### src/rtl/acf_pkg.sv
// Shared types and constants for the accounting compact-number codec.
`timescale 1ns / 1ps
package acf_pkg;

    localparam int unsigned DATA_W = 64;
    localparam int unsigned EXP_W  = 6;   // holds the largest unsaturated comp2_t exponent + 1

    typedef enum logic [1:0] {
        CMD_ENC_COMP  = 2'd0,
        CMD_DEC_COMP  = 2'd1,
        CMD_ENC_COMP2 = 2'd2,
        CMD_DEC_COMP2 = 2'd3
    } t_cmd;

    localparam logic [20:0] CT_MAX_MANT = 21'h01FFF;
    localparam logic [20:0] C2_MAX_MANT = 21'h0FFFFF;
    localparam logic [EXP_W-1:0] C2_MAX_EXP = 6'd31;
    localparam logic [DATA_W-1:0] C2_SATURATE = 64'h0000_0000_00FF_FFFF;

    // controller -> datapath
    typedef struct packed {
        logic load;
        logic shift;
        logic round;
        logic emit;
    } t_dp_cmd;

    // datapath -> controller
    typedef struct packed {
        logic above_max;
        logic encode;
    } t_dp_stat;

endpackage

### src/rtl/acf_dp.sv
// Datapath: operand register, normalizing shifter, rounding and packing/unpacking.
`timescale 1ns / 1ps
module acf_dp (
    input  logic                          i_clk,
    input  acf_pkg::t_dp_cmd              i_cmd,
    input  acf_pkg::t_cmd                 i_command,
    input  logic [acf_pkg::DATA_W-1:0]    i_operand,
    output acf_pkg::t_dp_stat             o_stat,
    output logic [acf_pkg::DATA_W-1:0]    o_result,
    output logic                          o_overflow
);
    import acf_pkg::*;

    t_cmd              r_cmd;
    logic [DATA_W-1:0] r_val;
    logic [EXP_W-1:0]  r_exp;
    logic              r_up;
    logic [DATA_W-1:0] r_result;
    logic              r_overflow;

    logic [DATA_W-1:0] n_val;
    logic [EXP_W-1:0]  n_exp;
    logic              n_up;
    logic [DATA_W-1:0] n_result;
    logic              n_overflow;

    logic              is_c2;
    logic [20:0]       v_inc;
    logic [2:0]        dc_exp;
    logic [4:0]        d2_exp;
    logic [4:0]        d2_sh;
    logic [DATA_W-1:0] dc_val;
    logic [DATA_W-1:0] d2_val;

    always_comb begin
        is_c2 = r_cmd[1];
        o_stat.above_max = is_c2 ? (|r_val[DATA_W-1:20]) : (|r_val[DATA_W-1:13]);
        o_stat.encode    = (r_cmd == CMD_ENC_COMP) || (r_cmd == CMD_ENC_COMP2);
    end

    always_comb begin
        // value is at most 20 bits once normalized
        v_inc  = r_val[20:0] + 21'd1;
        dc_exp = r_val[15:13];
        d2_exp = r_val[23:19];
        d2_sh  = d2_exp - 5'd1;
        dc_val = {51'd0, r_val[12:0]} << ({3'd0, dc_exp} * 6'd3);
        if (d2_exp == 5'd0) begin
            d2_val = {45'd0, r_val[18:0]};
        end else begin
            d2_val = {44'd0, 1'b1, r_val[18:0]} << d2_sh;
        end
    end

    always_comb begin
        n_val      = r_val;
        n_exp      = r_exp;
        n_up       = r_up;
        n_result   = r_result;
        n_overflow = r_overflow;
        if (i_cmd.load) begin
            n_val = i_operand;
            n_up  = 1'b0;
            n_exp = ((i_command == CMD_ENC_COMP2) && (|i_operand[DATA_W-1:19]))
                    ? EXP_W'(1) : EXP_W'(0);
        end else if (i_cmd.shift) begin
            if (is_c2) begin
                n_up  = r_val[0];
                n_val = r_val >> 1;
            end else begin
                n_up  = r_val[2];
                n_val = r_val >> 3;
            end
            n_exp = r_exp + EXP_W'(1);
        end else if (i_cmd.round) begin
            if (r_up) begin
                if (is_c2) begin
                    if (v_inc > C2_MAX_MANT) begin
                        n_val = {43'd0, v_inc >> 1};
                        n_exp = r_exp + EXP_W'(1);
                    end else begin
                        n_val = {43'd0, v_inc};
                    end
                end else begin
                    if (v_inc > CT_MAX_MANT) begin
                        n_val = {43'd0, v_inc >> 3};
                        n_exp = r_exp + EXP_W'(1);
                    end else begin
                        n_val = {43'd0, v_inc};
                    end
                end
            end
        end else if (i_cmd.emit) begin
            n_overflow = 1'b0;
            case (r_cmd)
                CMD_ENC_COMP: begin
                    n_result   = {48'd0, r_exp[2:0], r_val[12:0]};
                    n_overflow = (r_exp > EXP_W'(7));
                end
                CMD_DEC_COMP: begin
                    n_result = dc_val;
                end
                CMD_ENC_COMP2: begin
                    if (r_exp > C2_MAX_EXP) begin
                        n_result   = C2_SATURATE;
                        n_overflow = 1'b1;
                    end else begin
                        n_result = {40'd0, r_exp[4:0], r_val[18:0]};
                    end
                end
                default: begin
                    n_result = d2_val;
                end
            endcase
        end
    end

    always_ff @(posedge i_clk) begin
        if (i_cmd.load) begin
            r_cmd <= i_command;
        end
        r_val      <= n_val;
        r_exp      <= n_exp;
        r_up       <= n_up;
        r_result   <= n_result;
        r_overflow <= n_overflow;
    end

    assign o_result   = r_result;
    assign o_overflow = r_overflow;

endmodule

### src/rtl/acf_ctrl.sv
// Controller: sequences load, normalize, round and emit for one request.
`timescale 1ns / 1ps
module acf_ctrl (
    input  logic                 i_clk,
    input  logic                 i_rst_n,
    input  logic                 i_start,
    input  acf_pkg::t_dp_stat    i_stat,
    output acf_pkg::t_dp_cmd     o_cmd,
    output logic                 o_busy,
    output logic                 o_done
);
    import acf_pkg::*;

    typedef enum logic [3:0] {
        S_IDLE  = 4'b0001,
        S_NORM  = 4'b0010,
        S_ROUND = 4'b0100,
        S_EMIT  = 4'b1000
    } t_state;

    t_state r_state, n_state;
    logic   r_done;

    always_comb begin
        n_state = r_state;
        o_cmd   = '0;
        case (r_state)
            S_IDLE: begin
                if (i_start) begin
                    o_cmd.load = 1'b1;
                    n_state    = S_NORM;
                end
            end
            S_NORM: begin
                if (!i_stat.encode) begin
                    n_state = S_EMIT;
                end else if (i_stat.above_max) begin
                    o_cmd.shift = 1'b1;
                end else begin
                    n_state = S_ROUND;
                end
            end
            S_ROUND: begin
                o_cmd.round = 1'b1;
                n_state     = S_EMIT;
            end
            S_EMIT: begin
                o_cmd.emit = 1'b1;
                n_state    = S_IDLE;
            end
            default: begin
                n_state = S_IDLE;
            end
        endcase
    end

    always_ff @(posedge i_clk) begin
        if (!i_rst_n) begin
            r_state <= S_IDLE;
            r_done  <= 1'b0;
        end else begin
            r_state <= n_state;
            r_done  <= o_cmd.emit;
        end
    end

    assign o_busy = (r_state != S_IDLE);
    assign o_done = r_done;

endmodule

### src/rtl/acct_comp_float_codec.sv
// Top level of the accounting compact-number codec (comp_t / comp2_t).
`timescale 1ns / 1ps
// One request at a time: a request is taken when start is high and busy low, and
// its result shows on o_result/o_overflow with o_done, a one-cycle strobe that
// cannot be held off. Decodes go from normalize straight to emit; encodes first
// shift to normalize with the single shifter (3 bits a step for comp_t, at most
// 17 steps; 1 bit a step for comp2_t, at most 44 steps), then round and emit.
// The result appears in the same cycle as busy falls, and a new request may be
// given in that same cycle.
module acct_comp_float_codec (
    input  logic                       i_clk,
    input  logic                       i_rst_n,
    input  logic                       start,
    output logic                       busy,
    input  acf_pkg::t_cmd              i_command,
    input  logic [acf_pkg::DATA_W-1:0] i_operand,
    output logic                       o_done,
    output logic [acf_pkg::DATA_W-1:0] o_result,
    output logic                       o_overflow
);
    import acf_pkg::*;

    t_dp_cmd  dp_cmd;
    t_dp_stat dp_stat;

    acf_ctrl u_ctrl (
        .i_clk   (i_clk),
        .i_rst_n (i_rst_n),
        .i_start (start),
        .i_stat  (dp_stat),
        .o_cmd   (dp_cmd),
        .o_busy  (busy),
        .o_done  (o_done)
    );

    acf_dp u_dp (
        .i_clk      (i_clk),
        .i_cmd      (dp_cmd),
        .i_command  (i_command),
        .i_operand  (i_operand),
        .o_stat     (dp_stat),
        .o_result   (o_result),
        .o_overflow (o_overflow)
    );

    a_accept_busy: assert property (@(posedge i_clk) disable iff (!i_rst_n)
        (start && !busy) |=> busy)
        else $error("accepted request did not raise busy");

    a_emit_done: assert property (@(posedge i_clk) disable iff (!i_rst_n)
        dp_cmd.emit |=> (o_done && !busy))
        else $error("emit not followed by result strobe");

    a_done_single: assert property (@(posedge i_clk) disable iff (!i_rst_n)
        o_done |=> !o_done)
        else $error("result strobe lasted more than one cycle");

    a_one_cmd: assert property (@(posedge i_clk) disable iff (!i_rst_n)
        $onehot0({dp_cmd.load, dp_cmd.shift, dp_cmd.round, dp_cmd.emit}))
        else $error("conflicting datapath commands");

endmodule

### config.mk
export PLATFORM = sky130hd
export DESIGN_NAME = acct_comp_float_codec
export DESIGN_NICKNAME = d
export VERILOG_FILES = /design/src/rtl/acf_pkg.sv /design/src/rtl/acf_dp.sv /design/src/rtl/acf_ctrl.sv /design/src/rtl/acct_comp_float_codec.sv
export SDC_FILE = /design/constraint.sdc
export NUM_CORES = 1
export LEC_CHECK = 0
export ABC_CLOCK_PERIOD_IN_PS = 8370
export BUFFER_PORTS_ARGS = -buffer_cell sky130_fd_sc_hd__clkbuf_2
export CAP_MARGIN = 30
export CELL_PAD_IN_SITES_DETAIL_PLACEMENT = 1
export CELL_PAD_IN_SITES_GLOBAL_PLACEMENT = 2
export CORE_UTILIZATION = 30
export CTS_CLUSTER_SIZE = 16
export DETAILED_ROUTE_END_ITERATION = 10
export PLACE_DENSITY = 0.69
export SETUP_SLACK_MARGIN = 0.2
export SLEW_MARGIN = 20
export SYNTH_ARGS = -nofsm -noshare
export SYNTH_HDL_FRONTEND = slang
export SYNTH_SLANG_ARGS = --single-unit
### constraint.sdc
create_clock -name i_clk -period 8.37 [get_ports i_clk]
set_clock_uncertainty 0.05 [all_clocks]
set_input_delay 1.2555 -clock i_clk [delete_from_list [all_inputs] [get_ports i_clk]]
set_output_delay 1.2555 -clock i_clk [all_outputs]
set_load 0.02 [all_outputs]
# After elaboration in Yosys (flattened, before gate mapping)
# Cells that the tools add are included.
# Widths: inputs -> output; s select.
dict set report totals {
  elab_cells 80
  ff_bits 143
}
dict set report classes {
  mux 34
  shifts 2
  eq_ne 11
  n_addsub 3
  multipliers 1
  n_reduce_logical 14
  n_lt_le_gt_ge 4
  bitwise_logic 3
}
# op count
set op_table {}
lappend op_table {{$mux 64} 6}
lappend op_table {{$pmux 64 s3} 1}
lappend op_table {{$shl 13x5->64} 1}
lappend op_table {{$shl 20x5->64} 1}
lappend op_table {{$mux 63} 1}
lappend op_table {{$reduce_or 51->1} 1}
lappend op_table {{$reduce_or 45->1} 1}
lappend op_table {{$reduce_or 44->1} 1}
lappend op_table {{$mux 21} 2}
lappend op_table {{$mux 6} 7}
lappend op_table {{$mux 24} 1}
lappend op_table {{$add 21x1->21 const B} 1}
lappend op_table {{$gt 21x13->1 const B} 1}
lappend op_table {{$gt 21x20->1 const B} 1}
lappend op_table {{$mux 4} 3}
lappend op_table {{$pmux 4 s3} 1}
lappend op_table {{$mux 1} 11}
lappend op_table {{$reduce_and 4->1} 2}
lappend op_table {{$add 6x1->6 const B} 1}
lappend op_table {{$gt 6x3->1 const B} 1}
lappend op_table {{$gt 6x5->1 const B} 1}
lappend op_table {{$reduce_bool 3->1} 2}
lappend op_table {{$logic_not 5->1} 1}
lappend op_table {{$mul 3x2->5 const B} 1}
lappend op_table {{other kinds (18)} 22}

# Logic depth before layout (Yosys ltp)
# Gate-level depths: netlist (run 1).
dict set report logic_depth {
  depth_word 8
  mapped_depth 14
  ltp_nobuf 10
}

# Modules after synthesis
# Synthesis (run 1) repeated with hierarchy kept, for this count alone.
dict set report unflattened {
  cells_unflattened 1119
  hier_area_um2 10004.6
}
# module area_per_inst_um2 seq_area_each_um2 cells_each n_inst
set modules_own_cells {}
lappend modules_own_cells {acf_dp 9759.4 3743.6 1094 1}
lappend modules_own_cells {acf_ctrl 245.2 100.1 25 1}

# Worst setup path before layout (run 1)
# OpenSTA, ideal clock, no wires.
dict set report synth_timing {
  path_kind {register to register}
  startpoint {register u_ctrl.r_state[0]}
  endpoint {register u_dp.r_overflow, in the netlist u_dp.o_overflow, enable pin}
  required_ps 7709
  n_path_buf 0
  slack_ps 1890
  synth_period_minus_slack_ps 6480
  arrival_ps 5819
  stages_incl_launch_ff 2
  setup_time_ps 611
  cell_sequence {dfxtp_1 nor4b_1}
}
dict set report synth_via {
  elab_chain_cells 4
}
# element line_no
set synth_rtl {}
lappend synth_rtl {{start: declaration} acf_ctrl.sv:21} ;# t_state r_state, n_state;
lappend synth_rtl {{start signal: assignment} acf_ctrl.sv:62} ;# r_state <= n_state;
lappend synth_rtl {{$eq 4x1->1, or another cell as far along} acf_ctrl.sv:27} ;# case (r_state)
lappend synth_rtl {{$mux 1} acf_ctrl.sv:27}
lappend synth_rtl {{$not 1->1 (no line)} n/a}
lappend synth_rtl {{$reduce_and 4->1 (no line) *} n/a}
lappend synth_rtl {{end signal: assignment} acf_dp.sv:126} ;# r_overflow <= n_overflow;
lappend synth_rtl {{end: declaration} acf_dp.sv:19} ;# logic r_overflow;
# Mark *: on every way between the ends. The rest lies on a longest branch, timed or not.
# A chain may end at the register's enable or synchronous reset.

# Worst setup path in the final report (run 1)
dict set report layout_timing {
  startpoint {register u_dp.r_cmd[1]}
  endpoint {register u_dp.r_val[49], enable pin}
}
dict set report layout_via {
  elab_chain_cells 6
}
# element line_no
set layout_rtl {}
lappend layout_rtl {{start: declaration} acf_dp.sv:14} ;# t_cmd r_cmd;
lappend layout_rtl {{start signal: assignment} acf_dp.sv:120} ;# r_cmd <= i_command;
lappend layout_rtl {{$mux 1, or another cell as far along} acf_dp.sv:37} ;# o_stat.above_max = is_c2 ? (|r_val[DATA_W-1:20]) : (|r_val[DATA_W-1:13]);
lappend layout_rtl {{$mux 1 or $logic_or 1x1->1 (tied branches)} {acf_ctrl.sv:37, acf_dp.sv:38}}
lappend layout_rtl {{$mux 1 *} acf_ctrl.sv:35} ;# if (!i_stat.encode) begin
lappend layout_rtl {{$mux 1 *} acf_ctrl.sv:27}
lappend layout_rtl {{$reduce_bool 3->1 (no line)} n/a}
lappend layout_rtl {{$reduce_and 2->1 (no line) *} n/a}
lappend layout_rtl {{end signal: assignment} acf_dp.sv:122} ;# r_val <= n_val;
lappend layout_rtl {{end: declaration} acf_dp.sv:15} ;# logic [DATA_W-1:0] r_val;
# Marked as above.

==> run_results.csv, run 1 <==
group,metric,value,unit
run_status,outcome,"finished, final reports clean",
clock_network,cts_tree,"yes",
critical_path,crit_required,8.39,ns
placement,portBuffers,122,
clock_network,cts_setup_buffers,0,
layout,nets,1201,
detailed_routing,wl_per_cell,24.3,µm
floorplan,die_y,182,µm
critical_path,ff2ff_path_depth,9,
min_path,min_path_cells,1,
power,max-vdd-ir-drop,151,µV
detailed_routing,initialDrtViolationCount,770,
synth,yosysWarnings,0,
detailed_routing,viasPerCell,5.87,
synth,syn_area,9700,µm²
detailed_routing,vias,9013,
job,max_cap_viol_count,0,
synth,yosysMostFrequentCell,"nand2_1",
clock_network,cts_resized,0,
detailed_routing,postRouteAntennaNets,0,
floorplan,fp-row-count,65,
floorplan,die_w,182,µm
floorplan,initial_core_util,30.6,%
detailed_routing,drcViolationCount,0,
timing,worst_pin_slew,0.895,ns
placement,gp_congestion,0.987,
detailed_routing,wl,37200,µm
clock_network,clkTransAtPathRegs,0.07,ns
layout,design_area,11200,µm²
critical_path,r2r_end,"u_dp.r_val[49]",
layout,areaGrowthSynthToFinish,15.6,%
timing,min_period_over_period,55.4,%
layout,drive_gt1_share,21.3,%
synth,synth_top_cell_area_share,38.4,%
power,pwr_density_cell,217,nW/µm²
synth,synth-edff-count,124,
placement,dpl_cell_area,10600,µm²
clock_network,clock_path_buffers,2,
critical_path,r2r-start,"u_dp.r_cmd[1]",
timing,setup_violations,0,
timing,rsz0062_at_grt,"false",
critical_path,cp_max_fo,65,
global_routing,antenna_found_initial,0,
synth,synthTopCellsByCount,"134 x nand2_1, 124 x edfxtp_1, 96 x o21ai_0",
min_path,hp-start,"u_ctrl.r_state[3]",
synth,synthArstFlopShare,0,%
layout,final_cells,1535,
min_path,holdPathEnd,"u_ctrl.r_state[0]",
synth,synth_seq_cells,130,
power,cellLeakagePower,4.19,nW
critical_path,cp-start-kind,"flop",
global_routing,gr-total-overflow,0,
synth,ys.flop_type,"edfxtp_1",
synth,syn_inst,1041,
global_routing,grt_max_degree,66,
clock_network,clock_sinks,130,
global_routing,grt_pass1_wl,56800,µm
synth,synth_area_leaders,"edfxtp_1 38%, mux2i_1 8.2%, nand2_1 5.2%",
synth,synth_area_leader_cell,"edfxtp_1",
detailed_routing,drtPass1Iterations,5,
floorplan,die_area,33100,µm²
synth,yosysSeqAreaShare,39.6,%
synth,synth_cell_types,66,
critical_path,ff2ff_setup_slack,3.73,ns
global_routing,grt_pass1_vias,8828,
timing,hold_viol,0,
timing,final.setup.tns,0,ns
placement,dp.cells,1501,
timing,drv_slew,0,
min_path,hp-class,"reg -> reg",
critical_path,worstPathArrival,4.66,ns
critical_path,worstSetupPathType,"reg -> reg",
clock_network,cts_buffers,17,
synth,syn_area_per_cell,9.32,µm²
clock_network,cts_hold_buf,0,
timing,fmax,216,MHz
timing,min_period,4.64,ns
timing,slew-limit-headroom,39.9,%
clock_network,clock-root-buffer,"clkbuf_16",
clock_network,clkLatencyLatePin,0.44,ns
floorplan,ios,136,
floorplan,coreArea,31700,µm²
layout,n_antenna_cell,0,
global_routing,grt_usage,22.7,%
critical_path,critPathCaptureType,"flop",
clock_network,cts_htree_levels,4,
placement,dpl.hpwl,27600,µm
state kept, by name, summed over array words and instances, names as in the netlist:
signal	cells
u_dp.r_up	1
u_ctrl.o_done	1
u_dp.o_result	51
u_dp.r_cmd	2
u_ctrl.r_state	4
u_dp.o_overflow	1
u_dp.r_val	64
u_dp.r_exp	6
how the worst max path moves through the flow:
stage                           start  cells after the start         endpoint  slack [ns]
floorplan           u_ctrl.r_state[0]                      1  u_dp.o_overflow        1.89
finish                  u_dp.r_cmd[1]                      9   u_dp.r_val[49]        3.73
CTS                     u_dp.r_cmd[1]                      9   u_dp.r_val[49]        3.73
global placement       u_dp.r_val[14]                     10   u_dp.r_val[45]        3.82
detailed placement      u_dp.r_cmd[1]                      9   u_dp.r_val[44]        3.68
global route           u_dp.r_val[14]                     10   u_dp.r_val[43]        3.35
critical path, stage by stage, from the launching register on:
cell and delay [ns]:
edfxtp_1 0.38, inv_1 0.61, nand4_1 0.22, a2111oi_0 0.44
or2_2 0.17, buf_4 0.55, inv_1 0.36, nor2_1 0.65
nand2_2 0.29, buf_4 0.44
power breakdown:
group / leakage [nW] / switching (W) / internal, W
sequential: 1.20 / 0.0000776 / 0.000774
clock: 0.283 / 0.000355 / 0.000400
combinational: 2.71 / 0.000531 / 0.000291
total: 4.19 / 0.000964 / 0.00146
cell families after synthesis:
kind of cell | Yosys count | synth area share, %
mux | 125 | 16.0
other cells | 1 | 0.0387
simple gates | 358 | 17.3
fa+ha+maj | 12 | 1.63
compound gates | 272 | 17.8
flops | 130 | 39.6
xor+xnor | 30 | 2.71
buf+inv | 113 | 4.95
cell type report:
class	instances	area (µm²)
fillers	3661	20500
multi-input cells	810	5440
flip-flops and latches	130	3840
repair buffers	145	781
well taps	402	503
clock buffers	17	425
clock inverters	15	164
inverters	16	60.1
metrics by stage:
| step | hold slack (ns) | worst slack, ns | power (W) | util, % |
|---|---|---|---|---|
| floorplan | 0.403 | 1.89 | 0.00138 | - |
| detailed placement | 0.447 | 3.68 | 0.00166 | 33.5 |
| CTS | 0.467 | 3.73 | 0.00242 | 35.3 |
| global route | 0.488 | 3.35 | 0.00252 | 35.4 |
| global placement | 0.451 | 3.82 | 0.00166 | 33.5 |
| finish | 0.470 | 3.73 | 0.00243 | 35.4 |
cell usage in the layout (no fill, tap or decap), types with 5 or more instances in the layout:
cell type	synthesis	final
nand2_1	134	133
edfxtp_1	124	124
clkbuf_2	0	123
o21ai_0	96	95
nor2_1	94	94
mux2i_1	79	79
a21oi_1	53	53
nor4_1	25	25
mux2_2	24	24
o22ai_1	24	24
a221oi_1	23	23
buf_4	14	22
mux4_2	21	21
nand3_1	20	20
nor3_1	19	19
xnor2_1	19	18
clkbuf_16	0	17
a31oi_1	15	15
inv_1	14	14
conb_1	1	13
nand4_1	12	12
and3_1	12	12
xor2_1	11	11
ha_1	11	11
o221ai_1	10	10
nor2b_1	9	9
o221a_2	9	9
and2_1	6	6
dfxtp_1	6	6
o211ai_1	5	5
or3_1	5	5
inv_8	0	5
layer usage:
metal	track usage (%)	share of wire [%]
met5	0	0
met4	6.78	2.5
met3	3.73	5.8
met2	35.2	45
met1	32.1	47
Note: power is estimated with default switching activity, not from simulation.
==> run 2, diff against run 1 <==
--- a/config.mk
+++ b/config.mk
@@ -5,7 +5,7 @@
 export SDC_FILE = /design/constraint.sdc
 export NUM_CORES = 1
 export LEC_CHECK = 0
-export ABC_CLOCK_PERIOD_IN_PS = 8370
+export ABC_CLOCK_PERIOD_IN_PS = 4750
 export BUFFER_PORTS_ARGS = -buffer_cell sky130_fd_sc_hd__clkbuf_2
 export CAP_MARGIN = 30
 export CELL_PAD_IN_SITES_DETAIL_PLACEMENT = 1
==> constraint.sdc (replaced) <==
create_clock -name i_clk -period 4.75 [get_ports i_clk]
set_clock_uncertainty 0.05 [all_clocks]
set_input_delay 0.7125 -clock i_clk [delete_from_list [all_inputs] [get_ports i_clk]]
set_output_delay 0.7125 -clock i_clk [all_outputs]
set_load 0.02 [all_outputs]
==> run 2 against run 1 <==
Compared with the run above: cell count is 1.4% higher; count of clock-buffer cells in the layout rose by 2; critical path depth decreased by 2; final area rose by 1.4%; routed wire length grew 2.8%; largest cell class unchanged; highest routed layer unchanged.
==> run_results.csv, run 2 (synthesized netlist as in run 1, its figures left out) <==
group,metric,value,unit
run_status,outcome,"finished, final reports clean",
layout,drive_gt1_share,22.6,%
power,comb_power_share,35.4,%
clock_network,cts_htree_levels,4,
critical_path,worstSetupPathType,"reg -> reg",
clock_network,clock-root-buffer,"clkbuf_16",
timing,drv_slew,0,
floorplan,ios,136,
job,max_cap_viol_count,0,
layout,n_antenna_cell,0,
critical_path,setup.worst_path.start,"u_dp.r_val[9]",
critical_path,critPathMaxStageDelay,0.87,ns
placement,gp_congestion,0.956,
detailed_routing,postRouteAntennaNets,0,
clock_network,clock_path_buffers,2,
floorplan,die_area,33100,µm²
clock_network,cts_buffers,17,
clock_network,cts_resized,0,
critical_path,slowest_stage,"nor4_1",
power,clkPwrFrac,30.7,%
layout,final_common_cell,"nand2_1",
clock_network,cts_setup_buffers,0,
critical_path,path_depth,7,
layout,largest_reg_flops,64,
layout,top_register,"u_dp.r_val",
floorplan,initial_core_util,30.6,%
critical_path,r2r-start,"u_dp.r_val[9]",
critical_path,ff2ff_path_depth,7,
clock_network,cts_hold_buf,0,
critical_path,cp-start-kind,"flop",
min_path,hp-class,"in -> reg",
critical_path,critical-path-top-delay-family,"simple AND/OR/NAND/NOR gates",
timing,rsz0062_at_grt,"false",
detailed_routing,viasPerCell,5.78,
clock_network,clkTransAtPathRegs,0.07,ns
timing,fmax,240,MHz
critical_path,critPathCaptureType,"flop",
floorplan,fp-row-count,65,
detailed_routing,vias,8990,
timing,final.setup.tns,0,ns
layout,final_cell_mix,"133 x nand2_1, 124 x edfxtp_1, 122 x clkbuf_2",
global_routing,gr-total-overflow,0,
power,p_sw,0.00172,W
detailed_routing,wl_per_cell,24.6,µm
critical_path,r2r_end,"u_dp.r_exp[3]",
placement,dp.cells,1524,
power,pwr_density_cell,381,nW/µm²
critical_path,cp_max_fo,16,
critical_path,crit_required,4.81,ns
critical_path,crit_end,"u_dp.r_exp[3]",
power,cellLeakagePower,4.28,nW
placement,dpl_cell_area,10800,µm²
floorplan,coreArea,31700,µm²
placement,portBuffers,122,
layout,final_cells,1556,
global_routing,grt_pass1_wl,58500,µm
global_routing,antenna_found_initial,0,
layout,design_area,11400,µm²
detailed_routing,wl,38300,µm
timing,min_period,4.16,ns
detailed_routing,drcViolationCount,0,
global_routing,grt_max_degree,66,
global_routing,grt_usage,23.5,%
timing,worst_pin_slew,0.989,ns
layout,areaGrowthSynthToFinish,17.2,%
critical_path,ff2ff_setup_slack,0.59,ns
timing,whs,0.436,ns
clock_network,clkLatencyLatePin,0.44,ns
detailed_routing,drtPass1Iterations,5,
timing,fin_ws,0.587,ns
placement,pre_cts_slack,0.711,ns
timing,min_period_over_period,87.6,%
critical_path,worstPathCellList,"nand3_1 -> nor4_1 -> xnor2_1 -> or3_1 -> o31ai_1 -> mux2_4 -> a41o_1",
layout,nets,1222,
placement,dpl.hpwl,28700,µm
timing,hold_viol,0,
global_routing,grt_pass1_vias,9105,
detailed_routing,initialDrtViolationCount,743,
clock_network,clock_sinks,130,
floorplan,die_y,182,µm
power,max-vdd-ir-drop,264,µV
power,seqPwrFrac,33.8,%
floorplan,die_w,182,µm
critical_path,worstPathArrival,4.23,ns
timing,slew-limit-headroom,33.6,%
timing,setup_violations,0,
power,power.internal,0.00261,W
clock_network,cts_tree,"yes",
power,p_sw_share,39.7,%
critical_path,worst-path-buf-inv,0,
[run 2: area by class of cell]
type | instances | area [µm²]
Clock buffer | 19 | 443
Multi-Input combinational cell | 810 | 5450
Tap cell | 402 | 503
Timing Repair Buffer | 166 | 958
Clock inverter | 13 | 118
Sequential cell | 130 | 3840
Fill cell | 3701 | 20300
Inverter | 16 | 60.1
[run 2: how the worst min path moves through the flow]
stage                                 start                 to  slack, ns  cells past startpoint
after floorplan           u_ctrl.r_state[3]  u_ctrl.r_state[0]       0.40                      1
after global placement            u_dp.r_up          u_dp.r_up       0.45                      2
after detailed placement          u_dp.r_up          u_dp.r_up       0.46                      2
after CTS                           i_rst_n  u_ctrl.r_state[0]       0.43                      2
after global routing           i_command[1]      u_dp.r_cmd[1]       0.43                      1
final                               i_rst_n  u_ctrl.r_state[0]       0.44                      2
[run 2: power by group through the flow]
stage / Sequential [W] / Clock (W) / Combinational (W)
4_1_cts: 0.00146 / 0.00136 / 0.00151
2_1_floorplan: 0.00144 / 0 / 0.000995
5_1_grt: 0.00148 / 0.00139 / 0.00164
3_5_place_dp: 0.00149 / 0 / 0.00150
6_report: 0.00147 / 0.00133 / 0.00153
3_3_place_gp: 0.00148 / 0 / 0.00149
[run 2: metal layers]
layer | wire, µm | track usage [%] | share of wire [%] | vias to the layer above
met1 | 17700 | 32.1 | 46 | 4469
met5 | 0 | 0 | 0 | -
met4 | 1490 | 10.5 | 3.9 | 0
met3 | 1610 | 3.05 | 4.2 | 63
li1 | - | - | - | 4151
met2 | 17500 | 37.1 | 46 | 307
[run 2: through the flow]
| step | util [%] | power (W) |
|---|---|---|
| 2_1_floorplan | - | 0.00243 |
| 3_3_place_gp | 34.0 | 0.00298 |
| 3_5_place_dp | 34.1 | 0.00299 |
| 4_1_cts | 35.9 | 0.00433 |
| 5_1_grt | 35.9 | 0.00450 |
| 6_report | 35.9 | 0.00433 |
